$ cat src/design/sliding_window_background_threshold_top_assert.svh
// Assertion helpers used by the top module to check itself.
`ifndef SLIDING_WINDOW_BACKGROUND_THRESHOLD_TOP_ASSERT_SVH
`define SLIDING_WINDOW_BACKGROUND_THRESHOLD_TOP_ASSERT_SVH

// The consequent must hold in the same cycle as the antecedent.
`define SWBT_ASSERT_NOW(lbl, ante, cons) \
	lbl: assert property (@(posedge clk) disable iff (!arst_n) (ante) |-> (cons)) \
		else $error("swbt check failed");

// The consequent must hold in the cycle after the antecedent.
`define SWBT_ASSERT_NEXT(lbl, ante, cons) \
	lbl: assert property (@(posedge clk) disable iff (!arst_n) (ante) |=> (cons)) \
		else $error("swbt check failed");

`endif

$ cat src/design/swbt_pkg.sv
package swbt_pkg;

	localparam int MAX_WINDOW  = 16;
	localparam int MAX_SAMPLES = 16384;
	localparam int SAMPLE_BITS = 16;

	// Configuration field widths.
	localparam int FRAMES_W = 5;
	localparam int SPF_W    = 15;
	localparam int THR_W    = 8;

	localparam int CFG_IDX_W  = 2;
	localparam int CFG_DATA_W = 15;

	localparam logic [CFG_IDX_W-1:0] REG_FRAMES = 2'd0;
	localparam logic [CFG_IDX_W-1:0] REG_SPF    = 2'd1;
	localparam logic [CFG_IDX_W-1:0] REG_THRESH = 2'd2;

	localparam logic [FRAMES_W-1:0] FRAMES_RESET = 5'd16;
	localparam logic [SPF_W-1:0]    SPF_RESET    = 15'd16384;
	localparam logic [THR_W-1:0]    THR_RESET    = 8'd48;

	localparam int POS_W      = $clog2(MAX_SAMPLES);
	localparam int SLOT_W     = $clog2(MAX_WINDOW);
	localparam int WADDR_W    = SLOT_W + POS_W;
	localparam int WIN_DEPTH  = MAX_WINDOW * MAX_SAMPLES;

	// Arithmetic widths, all sized for the largest window.
	localparam int SQR_W      = 2 * SAMPLE_BITS;
	localparam int SUM_W      = SAMPLE_BITS + SLOT_W;
	localparam int SQ_W       = SQR_W + SLOT_W;
	localparam int SUMS_W     = SUM_W + SQ_W;
	localparam int NSQ_W      = SQ_W + SLOT_W;
	localparam int DD_W       = 2 * SUM_W;
	localparam int QSCALE_SH  = THR_W;
	localparam int LEFT_W     = DD_W + SLOT_W + QSCALE_SH;
	localparam int TSQ_W      = 2 * THR_W;
	localparam int TN_W       = TSQ_W + FRAMES_W;
	localparam int VAR_LO_W   = 24;
	localparam int VAR_HI_W   = NSQ_W - VAR_LO_W;
	localparam int PLO_W      = TN_W + VAR_LO_W;
	localparam int PHI_W      = TN_W + VAR_HI_W;
	localparam int RIGHT_W    = TN_W + NSQ_W;

	localparam int FIFO_DEPTH = 8;
	localparam int FIFO_PTR_W = $clog2(FIFO_DEPTH);
	localparam int CREDIT_W   = $clog2(FIFO_DEPTH + 1);

	typedef struct packed {
		logic [POS_W-1:0] pos;
		logic             first;
		logic             full;
		logic             last;
	} item_ctl_t;

	typedef struct packed {
		logic [SAMPLE_BITS-1:0] x;
		logic [SUM_W-1:0]       sum;
		logic [SQ_W-1:0]        sq;
		logic                   full;
		logic                   last;
	} stat_t;

	typedef struct packed {
		logic foreground;
		logic window_full;
		logic last_of_frame;
	} result_t;

endpackage

$ cat src/design/swbt_fifo.sv
module swbt_fifo (
	input  logic                clk,
	input  logic                arst_n,
	input  logic                push,
	input  swbt_pkg::result_t   push_data,
	input  logic                pop,
	output logic                not_empty,
	output swbt_pkg::result_t   head
);
	import swbt_pkg::*;

	result_t               entry_q [FIFO_DEPTH];
	logic [FIFO_PTR_W-1:0] wr_q, rd_q;
	logic [CREDIT_W-1:0]   cnt_q;

	always_ff @(posedge clk) begin
		if (push) begin
			entry_q[wr_q] <= push_data;
		end
	end

	always_ff @(posedge clk or negedge arst_n) begin
		if (!arst_n) begin
			wr_q  <= '0;
			rd_q  <= '0;
			cnt_q <= '0;
		end else begin
			if (push) begin
				wr_q <= wr_q + FIFO_PTR_W'(1);
			end
			if (pop) begin
				rd_q <= rd_q + FIFO_PTR_W'(1);
			end
			case ({push, pop})
				2'b10:   cnt_q <= cnt_q + CREDIT_W'(1);
				2'b01:   cnt_q <= cnt_q - CREDIT_W'(1);
				default: ;
			endcase
		end
	end

	assign not_empty = cnt_q != '0;
	assign head      = entry_q[rd_q];

endmodule

$ cat config.mk
export PLATFORM = sky130hd
export DESIGN_NAME = swbt_fifo
export DESIGN_NICKNAME = d
export VERILOG_FILES = /design/src/design/sliding_window_background_threshold_top_assert.svh /design/src/design/swbt_pkg.sv /design/src/design/swbt_fifo.sv
export SDC_FILE = /design/constraint.sdc
export NUM_CORES = 1
export LEC_CHECK = 0
export ABC_AREA = 1
export BUFFER_PORTS_ARGS = -buffer_cell sky130_fd_sc_hd__buf_2
export CORE_MARGIN = 2
export CORE_UTILIZATION = 40
export CTS_CLUSTER_DIAMETER = 80
export CTS_CLUSTER_SIZE = 24
export DETAILED_ROUTE_END_ITERATION = 10
export GPL_TIMING_DRIVEN = 0
export PLACE_DENSITY_LB_ADDON = 0.05
export SYNTH_ARGS = -nofsm -noshare
export SYNTH_HDL_FRONTEND = slang
export SYNTH_SLANG_ARGS = --single-unit
$ cat constraint.sdc
create_clock -name clk -period 1.59 [get_ports clk]
set_input_delay 0.159 -clock clk [delete_from_list [all_inputs] [get_ports clk]]
set_output_delay 0.159 -clock clk [all_outputs]
set_load 0.05 [all_outputs]
# Yosys cells after proc, flatten, opt, wreduce, memory -nomap -nowiden
# Memories as Yosys holds them, arrays and structs flattened.
# Cells that the tools add are included.
# totals
reg_bits	10
ram_bits	24
input_bits	7
output_inout_bits	4
word_cells	15
mem_count	1
# memory_table
name	depth	width	rd	rd_clocked_by_memory_dff	write_ports	line_no	source
entry_q	8	3	1	0	1	swbt_fifo.sv:12	result_t entry_q [FIFO_DEPTH];
# op_classes
add_sub_neg	4
eq_ne	2
mux	3
n_reduce_logical	2
# op_table
op	count
4-bit one-hot mux with 2 select lines	1
3-bit by 1-bit adder with 3-bit output (second input constant)	2
4-bit by 1-bit adder with 4-bit output (second input constant)	1
4-bit nonzero test	1
4-bit by 1-bit subtractor with 4-bit output (second input constant)	1
2-bit by 1-bit == test with 1-bit output (second input constant)	1
2-bit == test (second input constant)	1
1-bit 2-to-1 mux	2
2-bit nonzero test	1

# Logic depth before layout (Yosys ltp)
# Gate-level depths: netlist of the first run.
# logic_depth
depth_word	2
depth_mapped	10
ltp_nobuf	10

# Least setup slack after synthesis of the first run
# OpenSTA, ideal clock, no wires.
# synth_path
kind	reg2out
from	register rd_q[0]
to	output port head[0] in the netlist's numbering
arrival_ns	1.191
required_ns	1.431
slack_ns	0.240
stages_incl_launch_ff	7
path_buffers	1
path_cell_list	dfrtp_1 > inv_2 > buf_6 > nor2_1 > o22ai_1 > nand2_1 > nand2_1
# synth_lines
element	line_no	source
start: declaration	swbt_fifo.sv:13	logic [FIFO_PTR_W-1:0] wr_q, rd_q;
start signal: assignment	swbt_fifo.sv:32	rd_q <= rd_q + FIFO_PTR_W'(1);
end: declaration	swbt_fifo.sv:8	output swbt_pkg::result_t head

==> results of run 1 <==
==> synth_stat cells (all sizes together) <==
library cell,number
ha,5
o22ai,6
nand2,30
dfrtp,10
nor2,24
or2,2
xor2,3
buf,2
a31oi,1
a21oi,1
nand3,4
edfxtp,24
xnor2,2
o21ai,16
inv,14
==> cell type report <==
class | instances | area, sq um
Multi-Input combinational cell | 94 | 494
Tap cell | 48 | 60.1
Fill cell | 338 | 1850
Clock inverter | 1 | 3.75
Sequential cell | 34 | 973
Clock buffer | 6 | 72.6
Inverter | 14 | 55.1
Buffer | 2 | 22.5
Timing Repair Buffer | 16 | 133
==> kinds of logic after synthesis <==
kind of cell               Yosys count  synth area share
DFF                                 34             0.638
buffers and inverters               16            0.0493
AOI/OAI and AO/OA                   24            0.0871
adders and majority gates            5            0.0411
xor gates and xnor gates             5            0.0288
and+or+nand+nor                     60             0.156
==> routing by layer <==
metal,wire (microns),vias up,GRT usage
met1,1290,487,0.204
met3,153,6,0.0514
li1,-,529,-
met5,0,-,0
met4,62,0,0.0729
met2,1340,28,0.240
==> registers in the layout, summed over array words and instances, names as in the netlist <==
signal	cells
cnt_q	4
entry_q	24
rd_q	3
wr_q	3
==> power groups by stage <==
stage               clock [mW]  sequential (mW)  combinational, mW
floorplan                    0             1.28               1.02
global placement             0             1.32               1.24
detailed placement           0             1.33               1.27
CTS                      0.606             1.31               1.46
global route             0.645             1.34               1.75
finish                   0.592             1.31               1.59
==> what timing repair did <==
item | in CTS | in global routing
hold buffers | 1 | 0
pin swaps | 6 | 4
buffers inserted | 2 | 2
endpoints found under the hold margin | 10 | 0
endpoints found under the setup margin | 3 | 3
gates resized for setup | 10 | 8
cloned | 1 | 0
==> worst paths after layout <==
path	from	end	slack, ns
max	rd_q[0]	head[1]	-0.003
max in group asynchronous	arst_n	rd_q[0]	1.12
min reg2reg	cnt_q[3]	cnt_q[3]	0.53
min in group asynchronous	arst_n	cnt_q[3]	0.26
min	push	wr_q[1]	0.11
max reg2reg	wr_q[0]	entry_q[6][0]	0.31
==> reports/qor.yml, run 1 <==
status: "complete, but fails checks"
violations: "setup timing"
h-tree-depth: 2
num_rows: 22
stdcell_count: 215
worst-path-max-fanout: 5
yosys.area.top_type: "edfxtp_1"
swShare: 0.400
cap_viol_max_count: 0
slowest_delay_ns: 0.45
area_growth_syn_to_layout_pct: 19.1
dp_cells: 202
io_pins: 11
ant_nets: 0
intPower_mw: 2.09
finalHoldViolations: 0
grt_max_degree: 11
critPathBufInv: 3
nets: 179
finalInstanceArea_sq_um: 1810
power_mw: 3.49
final_common_cell: "nand2_1"
worstMarginPinSlew_ns: 0.367
ys_warn_count: 0
synth_nets: 156
clkTransAtPathRegs_ns: 0.06
cts_made_buffers: 5
power.switching_mw: 1.40
port-buffer-count: 10
cts.sinks: 34
p_comb_frac: 0.455
drcViolationCount: 0
reg2reg_depth: 2
dp_slack_ns: 0.137
setup_viol: 2
clock.fmax_ghz: 0.628
worstHoldPathCells: 2
synth_seq_area_share: 0.638
drtIter0Drc: 50
wl_per_cell_microns: 13.3
hpwl_mm: 2.04
ys_seq_elements: 34
antenna_found_initial: 0
setup_ws_ns: -0.00344
setup_tns_ns: -0.00434
relSlewSlack: 0.754
period_needed_ns: 1.59
required_ns: 1.43
initial_core_util: 0.416
drive_above_1_share: 0.210
vias_per_cell: 4.88
power.density_nw_per_um2: 1920
path_cells: "inv_4 > buf_6 > nor2_2 > o22ai_1 > nand2_1 > nand2_1 > buf_6"
dieWidth_microns: 65.7
crit_family: "flip-flops"
cp_data_arrival_time_ns: 1.43
grt_first_pass_wirelength_mm: 4.83
dieArea_sq_um: 4320
end_kind: "primary output"
syn_area_sq_um: 1520
synth_area_per_cell_sq_um: 10.6
final_util: 0.496
grt_pass1_vias: 1012
clk_latency_ns: 0.29
critical_path.startpoint_type: "flip-flop"
holdCritPathClass: "input pin to flip-flop"
skew_ns: 0.00360
finalHoldWorstSlack_ns: 0.114
rsz0062_at_grt: "true"
wirelength_mm: 2.85
coreArea_sq_um: 3660
place_area_sq_um: 1630
tritoncts: "built"
slowest_stage: "dfrtp_2"
synthCells: 144
routabilityCongestion: 0.827
cts_root_buf: "clkbuf_8"
n_antenna_cell: 0
drtPass1Iterations: 4
p_leak_nw: 0.751
vias: 1050
synth_top_cells_by_area: "edfxtp_1, dfrtp_1, nand2_1"
grtUsageTotal: 0.158
clockPowerShare: 0.170
yosysTopAreaCellShare: 0.473
final_cell_mix: "nand2_1, edfxtp_1, nor2_1, o21ai_1, inv_1"
die_h_microns: 65.7
peakVddDrop_mv: 0.824
fin_crit_sh: 1.00
finalMaxSlewViolations: 0
post_synth_num_cell_types: 19
clk_path_buf_depth: 2
pwr-share-seq: 0.375
cp.depth: 7
overflow: 0
path_class: "flip-flop to primary output"
Power figures use the tool's default switching activity.
==> run 2: changes to the inputs <==
- TNS_END_PERCENT: unset -> 20
==> run 2 against run 1 <==
Compared with the run above: global-route usage did not move; routed wire length decreased by 0.11%; final cell count unchanged; sequential share of layout area stayed put; clock-buffer cell count stayed put; register-to-register slack about the same; the flow still finishes with violations (setup timing); utilization stayed put.
==> reports/qor.yml, run 2 (synthesis results as in run 1) <==
power.density_nw_per_um2: 1920
drtPass1Iterations: 4
h-tree-depth: 2
area.sequential_sq_um: 973
die_h_microns: 65.7
port-buffer-count: 10
required_ns: 1.43
grtUsageTotal: 0.158
drive_above_1_share: 0.210
path_class: "flip-flop to primary output"
routabilityCongestion: 0.827
final_util: 0.496
grt_max_degree: 11
clk_path_buf_depth: 2
worst-path-max-fanout: 5
num_rows: 22
relSlewSlack: 0.754
cp_data_arrival_time_ns: 1.43
initial_core_util: 0.416
finalHoldViolations: 0
violations: "setup timing"
worstMarginPinSlew_ns: 0.367
finalMaxSlewViolations: 0
dieWidth_microns: 65.7
worstHoldPathCells: 2
io_pins: 11
setup_viol: 2
final_cell_mix: "nand2_1, edfxtp_1, nor2_1, o21ai_1, inv_1"
vias: 1045
ant_nets: 0
nets: 179
drtIter0Drc: 51
top_regs: "entry_q: 24 flops, cnt_q: 4 flops"
clk_latency_ns: 0.29
power_mw: 3.49
period_needed_ns: 1.59
area_growth_syn_to_layout_pct: 19.1
wirelength_mm: 2.85
wl_per_cell_microns: 13.2
largest_reg_flops: 24
antenna_found_initial: 0
overflow: 0
peakVddDrop_mv: 0.824
end_kind: "primary output"
tritoncts: "built"
grt_pass1_vias: 1012
cts_made_buffers: 5
critical_path.startpoint_type: "flip-flop"
rsz0062_at_grt: "true"
fin_crit_sh: 1.00
largest-register: "entry_q"
setup_ws_ns: -0.00330
nFillCells: 338
p_leak_nw: 0.751
dp_slack_ns: 0.137
coreArea_sq_um: 3660
drcViolationCount: 0
skew_ns: 0.00429
cts.sinks: 34
clkTransAtPathRegs_ns: 0.06
hpwl_mm: 2.04
clock.fmax_ghz: 0.628
vias_per_cell: 4.86
multiInputGateArea_sq_um: 494
final_common_cell: "nand2_1"
reg2reg_depth: 2
status: "complete, but fails checks"
grt_first_pass_wirelength_mm: 4.83
holdCritPathClass: "input pin to flip-flop"
dieArea_sq_um: 4320
cts_root_buf: "clkbuf_8"
cap_viol_max_count: 0
n_antenna_cell: 0
-- run 2: cell counts in the layout (fill, tap and decap cells not counted) --
Identical to the previous run, type by type.
-- run 2: worst max-delay path, stage by stage (launching register included) --
cell and delay (ns):
dfrtp_2 0.45, inv_4 0.08, buf_6 0.11, nor2_2 0.04
o22ai_1 0.16, nand2_1 0.07, nand2_1 0.08, buf_6 0.15
-- run 2: repair_timing --
action,in CTS,in global routing
endpoints found under the setup margin,3,3
gates resized for setup,10,8
cloned,1,0
buffers inserted,2,2
hold buffers,1,0
hold endpoints to repair,10,0
pin swaps,6,4
-- run 2: power by group --
group / switching (mW) / internal [mW]
clock: 0.295 / 0.295
combinational: 0.935 / 0.653
sequential: 0.165 / 1.14
total: 1.39 / 2.09
-- run 2: metrics by stage --
step | setup TNS (ns) | std cells | area (sq um) | hold WS [ns]
2_1_floorplan | 0 | 144 | 1520 | -0.137
3_3_place_gp | 0 | 202 | 1630 | 0.0334
3_5_place_dp | 0 | 202 | 1630 | 0.0348
4_1_cts | -0.0467 | 213 | 1770 | 0.107
5_1_grt | -0.212 | 215 | 1810 | 0.131
6_report | -0.00395 | 215 | 1810 | 0.115
-- run 2: per-layer routing --
| metal | share of wire | global-route usage |
|---|---|---|
| met5 | 0 | 0 |
| met4 | 0.022 | 0.0729 |
| met3 | 0.047 | 0.0514 |
| met2 | 0.48 | 0.240 |
| met1 | 0.45 | 0.204 |
-- run 2: final cells by class --
class,count,area share
repair buffers,16,0.0731
multi-input cells,94,0.272
inverters,14,0.0303
clock buffers,6,0.0400
flip-flops and latches,34,0.537
well taps,48,0.0331
plain buffers,2,0.0124
clock inverters,1,0.00207
-- run 2: worst paths after layout --
path,start,end,slack (ns)
setup / recovery,rd_q[0],head[1],-0.003
hold reg to reg,cnt_q[3],cnt_q[3],0.53
max in group asynchronous,arst_n,rd_q[0],1.12
min in group asynchronous,arst_n,cnt_q[3],0.26
setup reg to reg,wr_q[0],entry_q[6][0],0.31
hold / removal,push,wr_q[1],0.12
