===== config.mk =====
export PLATFORM = sky130hd
export DESIGN_NAME = swbt_ctrl_flat
export DESIGN_NICKNAME = d
export VERILOG_FILES = /design/src/design/sliding_window_background_threshold_top_assert.svh /design/src/design/swbt_pkg.sv /design/src/design/swbt_if.sv /design/src/design/swbt_ctrl.sv /design/src/flat_wrapper.sv
export SDC_FILE = /design/constraint.sdc
export NUM_CORES = 1
export LEC_CHECK = 0
export BUFFER_PORTS_ARGS = -buffer_cell sky130_fd_sc_hd__buf_4
export CAP_MARGIN = 20
export CORE_MARGIN = 2
export CORE_UTILIZATION = 45
export CTS_BUF_LIST = sky130_fd_sc_hd__clkbuf_4
export CTS_CLUSTER_SIZE = 12
export DETAILED_ROUTE_END_ITERATION = 10
export PLACE_DENSITY = 0.63
export SYNTH_ARGS = -nofsm -noshare
export SYNTH_HDL_FRONTEND = slang
export SYNTH_SLANG_ARGS = --single-unit
export TNS_END_PERCENT = 100

===== constraint.sdc =====
create_clock -name clk -period 4.5 [get_ports clk]
set_input_delay 0.9 -clock clk [delete_from_list [all_inputs] [get_ports clk]]
set_output_delay 0.9 -clock clk [all_outputs]
set_load 0.02 [all_outputs]

===== src/design/sliding_window_background_threshold_top_assert.svh =====
// Assertion helpers used by the top module to check itself.
`ifndef SLIDING_WINDOW_BACKGROUND_THRESHOLD_TOP_ASSERT_SVH
`define SLIDING_WINDOW_BACKGROUND_THRESHOLD_TOP_ASSERT_SVH

// The consequent must hold in the same cycle as the antecedent.
`define SWBT_ASSERT_NOW(lbl, ante, cons) \
	lbl: assert property (@(posedge clk) disable iff (!arst_n) (ante) |-> (cons)) \
		else $error("swbt check failed");

// The consequent must hold in the cycle after the antecedent.
`define SWBT_ASSERT_NEXT(lbl, ante, cons) \
	lbl: assert property (@(posedge clk) disable iff (!arst_n) (ante) |=> (cons)) \
		else $error("swbt check failed");

`endif


===== src/design/swbt_pkg.sv =====
package swbt_pkg;

	localparam int MAX_WINDOW  = 16;
	localparam int MAX_SAMPLES = 16384;
	localparam int SAMPLE_BITS = 16;

	// Configuration field widths.
	localparam int FRAMES_W = 5;
	localparam int SPF_W    = 15;
	localparam int THR_W    = 8;

	localparam int CFG_IDX_W  = 2;
	localparam int CFG_DATA_W = 15;

	localparam logic [CFG_IDX_W-1:0] REG_FRAMES = 2'd0;
	localparam logic [CFG_IDX_W-1:0] REG_SPF    = 2'd1;
	localparam logic [CFG_IDX_W-1:0] REG_THRESH = 2'd2;

	localparam logic [FRAMES_W-1:0] FRAMES_RESET = 5'd16;
	localparam logic [SPF_W-1:0]    SPF_RESET    = 15'd16384;
	localparam logic [THR_W-1:0]    THR_RESET    = 8'd48;

	localparam int POS_W      = $clog2(MAX_SAMPLES);
	localparam int SLOT_W     = $clog2(MAX_WINDOW);
	localparam int WADDR_W    = SLOT_W + POS_W;
	localparam int WIN_DEPTH  = MAX_WINDOW * MAX_SAMPLES;

	// Arithmetic widths, all sized for the largest window.
	localparam int SQR_W      = 2 * SAMPLE_BITS;
	localparam int SUM_W      = SAMPLE_BITS + SLOT_W;
	localparam int SQ_W       = SQR_W + SLOT_W;
	localparam int SUMS_W     = SUM_W + SQ_W;
	localparam int NSQ_W      = SQ_W + SLOT_W;
	localparam int DD_W       = 2 * SUM_W;
	localparam int QSCALE_SH  = THR_W;
	localparam int LEFT_W     = DD_W + SLOT_W + QSCALE_SH;
	localparam int TSQ_W      = 2 * THR_W;
	localparam int TN_W       = TSQ_W + FRAMES_W;
	localparam int VAR_LO_W   = 24;
	localparam int VAR_HI_W   = NSQ_W - VAR_LO_W;
	localparam int PLO_W      = TN_W + VAR_LO_W;
	localparam int PHI_W      = TN_W + VAR_HI_W;
	localparam int RIGHT_W    = TN_W + NSQ_W;

	localparam int FIFO_DEPTH = 8;
	localparam int FIFO_PTR_W = $clog2(FIFO_DEPTH);
	localparam int CREDIT_W   = $clog2(FIFO_DEPTH + 1);

	typedef struct packed {
		logic [POS_W-1:0] pos;
		logic             first;
		logic             full;
		logic             last;
	} item_ctl_t;

	typedef struct packed {
		logic [SAMPLE_BITS-1:0] x;
		logic [SUM_W-1:0]       sum;
		logic [SQ_W-1:0]        sq;
		logic                   full;
		logic                   last;
	} stat_t;

	typedef struct packed {
		logic foreground;
		logic window_full;
		logic last_of_frame;
	} result_t;

endpackage


===== src/design/swbt_if.sv =====


interface swbt_cfg_if;
	import swbt_pkg::*;
	logic                  valid;
	logic                  ready;
	logic [CFG_IDX_W-1:0]  index;
	logic [CFG_DATA_W-1:0] data;
	modport source (output valid, output index, output data, input ready);
	modport sink (input valid, input index, input data, output ready);
endinterface


===== src/design/swbt_ctrl.sv =====
module swbt_ctrl (
	input  logic                           clk,
	input  logic                           arst_n,
	swbt_cfg_if.sink                       cfg,
	input  logic                           accept,
	output swbt_pkg::item_ctl_t            ctl,
	output logic [swbt_pkg::WADDR_W-1:0]   win_addr,
	output logic [swbt_pkg::FRAMES_W-1:0]  n_eff,
	output logic [swbt_pkg::TN_W-1:0]      tn
);
	import swbt_pkg::*;

	logic [FRAMES_W-1:0] frames_q;
	logic [SPF_W-1:0]    spf_q;
	logic [THR_W-1:0]    thr_q;
	logic [POS_W-1:0]    pos_q;
	logic [SLOT_W-1:0]   slot_q;
	logic [FRAMES_W-1:0] filled_q;
	logic [TSQ_W-1:0]    tsq_q;
	logic [TN_W-1:0]     tn_q;

	logic [SPF_W-1:0]    spf_eff;
	logic [SPF_W-1:0]    pos_inc;
	logic [FRAMES_W-1:0] slot_inc;
	logic                last;
	logic                restart;

	assign cfg.ready = 1'b1;

	always_comb begin
		if (frames_q < FRAMES_W'(2)) begin
			n_eff = FRAMES_W'(2);
		end else if (frames_q > FRAMES_W'(MAX_WINDOW)) begin
			n_eff = FRAMES_W'(MAX_WINDOW);
		end else begin
			n_eff = frames_q;
		end
		if (spf_q == '0) begin
			spf_eff = SPF_W'(1);
		end else if (spf_q > SPF_W'(MAX_SAMPLES)) begin
			spf_eff = SPF_W'(MAX_SAMPLES);
		end else begin
			spf_eff = spf_q;
		end
	end

	assign pos_inc  = SPF_W'(pos_q) + SPF_W'(1);
	assign slot_inc = FRAMES_W'(slot_q) + FRAMES_W'(1);
	assign last     = pos_inc >= spf_eff;
	assign restart  = cfg.valid && (cfg.index == REG_FRAMES || cfg.index == REG_SPF);

	assign ctl.pos   = pos_q;
	assign ctl.first = filled_q == '0;
	assign ctl.full  = filled_q >= n_eff;
	assign ctl.last  = last;
	assign win_addr  = {slot_q, pos_q};
	assign tn        = tn_q;

	always_ff @(posedge clk or negedge arst_n) begin
		if (!arst_n) begin
			frames_q <= FRAMES_RESET;
			spf_q    <= SPF_RESET;
			thr_q    <= THR_RESET;
			pos_q    <= '0;
			slot_q   <= '0;
			filled_q <= '0;
		end else begin
			if (cfg.valid) begin
				unique case (cfg.index)
					REG_FRAMES: frames_q <= cfg.data[FRAMES_W-1:0];
					REG_SPF:    spf_q    <= cfg.data[SPF_W-1:0];
					REG_THRESH: thr_q    <= cfg.data[THR_W-1:0];
					default: ;
				endcase
			end
			if (restart) begin
				pos_q    <= '0;
				slot_q   <= '0;
				filled_q <= '0;
			end else if (accept) begin
				if (last) begin
					pos_q  <= '0;
					slot_q <= (slot_inc >= n_eff) ? '0 : slot_inc[SLOT_W-1:0];
					if (filled_q < n_eff) begin
						filled_q <= filled_q + FRAMES_W'(1);
					end
				end else begin
					pos_q <= pos_inc[POS_W-1:0];
				end
			end
		end
	end

	// T^2*N settles via tsq_q then tn_q after a write, long before items reach the test.
	always_ff @(posedge clk) begin
		tsq_q <= TSQ_W'(thr_q) * TSQ_W'(thr_q);
		tn_q  <= TN_W'(tsq_q) * TN_W'(n_eff);
	end

endmodule


===== src/flat_wrapper.sv =====
// flat-port wrapper written by rule: the top's interface ports become plain ports
module swbt_ctrl_flat import swbt_pkg::*;
  (clk, arst_n, accept, ctl, win_addr, n_eff, tn, cfg_valid, cfg_index, cfg_data, cfg_ready);
  swbt_cfg_if cfg_i ();
  input  logic clk;
  input  logic arst_n;
  input  logic accept;
  output swbt_pkg::item_ctl_t ctl;
  output logic [swbt_pkg::WADDR_W-1:0] win_addr;
  output logic [swbt_pkg::FRAMES_W-1:0] n_eff;
  output logic [swbt_pkg::TN_W-1:0] tn;
  input wire logic [$bits(cfg_i.valid)-1:0] cfg_valid;
  input wire logic [$bits(cfg_i.index)-1:0] cfg_index;
  input wire logic [$bits(cfg_i.data)-1:0] cfg_data;
  output wire logic [$bits(cfg_i.ready)-1:0] cfg_ready;
  assign cfg_i.valid = cfg_valid;
  assign cfg_i.index = cfg_index;
  assign cfg_i.data = cfg_data;
  assign cfg_ready = cfg_i.ready;
  swbt_ctrl u_core (.clk(clk), .arst_n(arst_n), .cfg(cfg_i), .accept(accept), .ctl(ctl), .win_addr(win_addr), .n_eff(n_eff), .tn(tn));
endmodule

**Yosys cells after proc, flatten, opt, wreduce, memory -nomap -nowiden**

Cells that the tools add are included.

- Reductions and logical operators: 13
- $lt $le $gt $ge: 7
- $add $sub $neg: 3
- Multiplexer cells: 15
- $mul: 2
- Eq/ne operators: 2

Operator list:

| operator | number |
|---|---|
| 14-bit two-way mux | 3 |
| 15-bit two-way mux | 2 |
| 5-bit two-way mux | 6 |
| 16-bit by 5-bit multiplier with 21-bit output | 1 |
| 8-bit by 8-bit multiplier with 16-bit output | 1 |
| 4-bit two-way mux | 4 |
| 14-bit by 1-bit adder with 15-bit output, second input constant | 1 |
| 15-bit greater-or-equal comparator | 1 |
| 15-bit greater-than comparator, second input constant | 1 |
| 15-bit zero test | 1 |
| 5-bit greater-or-equal comparator | 2 |
| 2-bit AND reduction | 4 |
| 2-bit nonzero test | 3 |
| 4-bit by 1-bit adder with 5-bit output, second input constant | 1 |
| 5-bit by 1-bit adder with 5-bit output, second input constant | 1 |
| 5-bit greater-than comparator, second input constant | 1 |
| 5-bit zero test | 1 |
| 5-bit by 2-bit < comparator with 1-bit output, second input constant | 1 |
| 5-bit < comparator | 1 |
| 3-bit AND reduction | 1 |
| 2-bit by 1-bit == test with 1-bit output, second input constant | 1 |
| 2-bit == test, second input constant | 1 |
| 2-bit zero test | 1 |
| 1-bit logical AND | 1 |
| 1-bit logical OR | 1 |

- Register bits: 88
- Output and inout port bits: 62
- Input port bits: 21

**Depth between registers and ports, before layout**

- Word-level depth: 8
- Gate-level depth with buffers: 17
- Mapped depth without buffers: 16

**Least setup slack after synthesis**

Ideal clock, no wire load.

- Path type: flip-flop to flip-flop
- Start point: register u_core.frames_q[4]
- End point: register u_core.tn_q[18] (netlist: u_core.tn[18])
- Arrival: 4.318 ns
- Stages on the path, launching flop included: 17
- Setup slack: 0.089 ns
- Required time: 4.407 ns
- Cell sequence: dfstp_2 -> clkbuf_1 -> nor2b_1 -> clkbuf_1 -> and2_1 -> fa_1 -> fa_1 -> inv_1 -> fa_1 -> inv_1 -> ha_1 -> a21o_1 -> a211o_1 -> o2111ai_1 -> a21o_1 -> nand2_1 -> o311ai_2

- Word-level cells in the longest chain between the ends: 4

Ends and longest elaborated chain:

| item | RTL line | source |
|---|---|---|
| start, declared | swbt_ctrl.sv:13 | `logic [FRAMES_W-1:0] frames_q;` |
| start signal, assigned | swbt_ctrl.sv:70 | `REG_FRAMES: frames_q <= cfg.data[FRAMES_W-1:0];` |
| 5-bit greater-than comparator | swbt_ctrl.sv:33 | `end else if (frames_q > FRAMES_W'(MAX_WINDOW)) begin` |
| 5-bit two-way mux | swbt_ctrl.sv:33 |  |
| 5-bit two-way mux (*) | swbt_ctrl.sv:31 | `if (frames_q < FRAMES_W'(2)) begin` |
| named net n_eff (one bit) | flat_wrapper.sv:10 | `output logic [swbt_pkg::FRAMES_W-1:0] n_eff;` |
| 16-bit by 5-bit multiplier with 21-bit output (*) | swbt_ctrl.sv:97 | `tn_q <= TN_W'(tsq_q) * TN_W'(n_eff);` |
| end signal, assigned | swbt_ctrl.sv:97 |  |
| end, declared | swbt_ctrl.sv:20 | `logic [TN_W-1:0] tn_q;` |

The timed path passes the listed nets; every way through them passes the cells marked *.
A chain may end at the register's enable or synchronous reset.

**Final worst setup path**

- Start point: register u_core.thr_q[3]
- End point: register u_core.tsq_q[13]

- Word-level cells in the longest chain between the ends: 1

Ends and longest elaborated chain:

| item | RTL line | source |
|---|---|---|
| start, declared | swbt_ctrl.sv:15 | `logic [THR_W-1:0] thr_q;` |
| start signal, assigned | swbt_ctrl.sv:72 | `REG_THRESH: thr_q <= cfg.data[THR_W-1:0];` |
| 8-bit by 8-bit multiplier with 16-bit output | swbt_ctrl.sv:96 | `tsq_q <= TSQ_W'(thr_q) * TSQ_W'(thr_q);` |
| end signal, assigned | swbt_ctrl.sv:96 |  |
| end, declared | swbt_ctrl.sv:19 | `logic [TSQ_W-1:0] tsq_q;` |

Every way passes these cells.

==> impl_metrics.env <==
export IMPL_powerDensity_nw_per_um2=659.9
export IMPL_seq_area_frac_synth=0.2517
export IMPL_dpl_cell_area_um2=8715
export IMPL_synth_simple_gate_area_share=0.1698
export IMPL_timing_final_ws_setup_ns=0.2265
export IMPL_irDropWorstVdd_v=0.0003682
export IMPL_drc_errors=0
export IMPL_layout_drive_gt1_share=0.1915
export IMPL_fp_dieH_um=136.9
export IMPL_synth_enable_flop_cells=0
export IMPL_ant_nets=0
export IMPL_clk_pin_slew_worst_paths_ns=0.18
export IMPL_synth_top_cell_area_share=0.1661
export IMPL_reg2reg_from="u_core.thr_q[3]"
export IMPL_rr_worst_depth=14
export IMPL_grt_pass1_wl_mm=26.63
export IMPL_antenna_found_initial=1
export IMPL_hold_path_class="primary input to async pin"
export IMPL_syn_to_final_growth_pct=12.59
export IMPL_gp_congestion=0.8150
export IMPL_syn_area_per_cell_um2=9.536
export IMPL_worst_path_dominant_cell_family="adder cells"
export IMPL_routed_via_density=5.036
export IMPL_crit_top_cell="fa_1"
export IMPL_drv_slew=0
export IMPL_critPathCapture="u_core.tsq_q[13]"
export IMPL_reg2reg_to="u_core.tsq_q[13]"
export IMPL_grt_use_total=0.1748
export IMPL_maxCapViolCount=0
export IMPL_finalInstanceArea_um2=8954
export IMPL_slew_headroom=0.3149
export IMPL_cts_root_buf="clkbuf_4"
export IMPL_worst_slew_pin_slew_ns=1.024
export IMPL_post_drt_wl_per_cell_um=13.11
export IMPL_synth_flop_cell="dfrtp_1"
export IMPL_cp_startpoint="u_core.thr_q[3]"
export IMPL_synthAdderAreaFrac=0.3030
export IMPL_post_place_ws_ns=0.1638
export IMPL_ys_ff_latch=87
export IMPL_r2r_slack_ns=0.23
export IMPL_fin_crit_sh=0.9497
export IMPL_min_period_ns=4.273
export IMPL_dr_first_iter_drc_count=193
export IMPL_crit_required_ns=4.89
export IMPL_row_count=48
export IMPL_synth_mux_area_frac=0.05491
export IMPL_power_leakage_nw=4.500
export IMPL_finalHoldViolCount=0
export IMPL_synth_xor_area_frac=0.04956
export IMPL_syn_inst=834
export IMPL_numPortBuffers=81
export IMPL_num_vias=5766
export IMPL_crit_type="register to register"
export IMPL_grt_ovfl_total=0
export IMPL_fillers=1660
export IMPL_initial_core_util=0.4598
export IMPL_cp_num_buf_inv=2
export IMPL_grt_pass1_vias=5750
export IMPL_cp_slowest_cell="fa_1"
export IMPL_synth_top_family_by_area="adder cells"
export IMPL_fp_dieW_um=136.9
export IMPL_nNetsFinal=1088
export IMPL_yosysTopAreaCell="fa_1"
export IMPL_cp_depth=14
export IMPL_grt_max_degree=52
export IMPL_status="finished, final reports clean"
export IMPL_skew_ns=0.03738
export IMPL_h_tree_depth=3
export IMPL_synthArstFlopShare=0.5862
export IMPL_start_kind="register"
export IMPL_end_kind="register"
export IMPL_cts_inserted_buffers=9
export IMPL_max_freq_ghz=0.2340
export IMPL_synth_area_top_cells="fa_1, dfrtp_1, ha_1"
export IMPL_ys_warnings_count=0
export IMPL_path_cells="and2_1, fa_1, inv_1, fa_1, fa_1, fa_1, inv_1, ha_1, nor3_1, nor2_1, o41ai_2, o21ba_2, o21ai_0, xor2_1"
export IMPL_crit_arrival_ns=4.66
export IMPL_synth_area_um2=7953
export IMPL_slowest_delay_ns=0.54
export IMPL_fp_coreArea_um2=17300
export IMPL_die_area_um2=18750
export IMPL_hold_buffers=0
export IMPL_layout_common_cells="buf_4, inv_1, ha_1, and2_1, nand2_1"
export IMPL_cts_tree="done"
export IMPL_path_max_fanout=10
export IMPL_finalSetupViolCount=0
export IMPL_synth_compound_area_frac=0.09692
export IMPL_cts_buffer_depth=2
export IMPL_clkSinkCount=87
export IMPL_ios=83
export IMPL_drt_first_pass_iters=4
export IMPL_hpwl_mm=11.97
export IMPL_drt_total_wl_mm=15.01
export IMPL_yosysUniqueCellTypes=61
export IMPL_clk_latency_ns=0.48
export IMPL_layout_commonest_cell="buf_4"
==> metal layers <==
metal,track usage,wire (um),part of all wire,up-vias
met4,0.04066,142,0.0095,0
met1,0.2336,7305,0.49,2782
met5,0,0,0,-
met3,0.02741,376,0.025,11
li1,-,-,-,2909
met2,0.2980,7184,0.48,64
==> worst reg2reg max path, stage by stage, from the launching register on <==
cell and delay [ns]:
dfrtp_1 0.53, and2_1 0.25, fa_1 0.48, inv_1 0.05
fa_1 0.50, fa_1 0.51, fa_1 0.54, inv_1 0.04
ha_1 0.32, nor3_1 0.06, nor2_1 0.20, o41ai_2 0.13
o21ba_2 0.23, o21ai_0 0.19, xor2_1 0.16
==> per-stage QoR <==
step	power (mW)	hold WS, ns	util	setup TNS, ns	instances
after detailed placement	5.417	0.5233	0.5038	0	1118
after floorplan	4.517	0.3454	-	0	837
after global routing	6.704	0.4405	0.5177	-0.001890	1145
after global placement	5.371	0.5208	0.5038	0	1118
after CTS	5.920	0.4147	0.5120	0	1134
final	5.909	0.4127	0.5177	0	1145
==> synthesized netlist by cell type, drive strengths merged (9+ instances only) <==
master,n
inv,96
ha,87
and2,79
nand2,76
fa,66
dfrtp,47
dfxtp,36
a21oi,34
xnor2,33
nor2,30
mux2,29
o21ai,26
nand3,21
buf,20
clkbuf,16
nand2b,13
xor2,12
a21o,11
mux2i,11
and3,9
nor2b,9
==> what timing repair did <==
item                       4_1_cts  5_1_grt
setup buffers                    0       10
setup endpoints to repair        0       10
resized for setup                0        7
==> logic make-up after synthesis <==
logic type,count (synthesis)
adder cells (fa/ha/maj),153
XOR/XNOR,45
buffers and inverters,132
AND/OR/NAND/NOR,260
flip-flops,87
multiplexers,40
AO/OA/AOI/OAI,115
other,2
==> state kept, by name, indices dropped and copies added, names as in the netlist <==
signal           cells
u_core.frames_q      5
u_core.tsq_q        15
u_core.spf_q        15
u_core.pos_q        14
u_core.tn           21
u_core.slot_q        4
u_core.thr_q         8
u_core.filled_q      5
==> how the worst min path moves through the flow <==
stage | endpoint | slack [ns] | depth (start not counted) | from
floorplan | u_core.tsq_q[0] | 0.35 | 0 | u_core.thr_q[0]
global placement | u_core.frames_q[0] | 0.52 | 1 | u_core.frames_q[0]
detailed placement | u_core.frames_q[0] | 0.52 | 1 | u_core.frames_q[0]
CTS | u_core.slot_q[0] | 0.41 | 1 | arst_n
global route | u_core.spf_q[11] | 0.44 | 1 | arst_n
finish | u_core.pos_q[10] | 0.41 | 1 | arst_n
==> layout make-up <==
cell class | count | area [um2] | area share
clock inverters | 7 | 73.82 | 0.008245
inverters | 96 | 360.3 | 0.04025
clock buffers | 9 | 67.56 | 0.007546
flip-flops and latches | 87 | 2007 | 0.2241
multi-input cells | 618 | 5398 | 0.6029
diodes | 1 | 2.502 | 0.0002795
well taps | 225 | 281.5 | 0.03144
repair buffers | 102 | 763.2 | 0.08524
==> report_power, final <==
part	internal [mW]	leakage (nW)	switching (mW)
clock network	0.131	0.0713	0.332
registers	1.06	0.937	0.190
logic	1.91	3.49	2.29
total	3.10	4.50	2.81
Note: power is estimated with default switching activity, not from simulation.
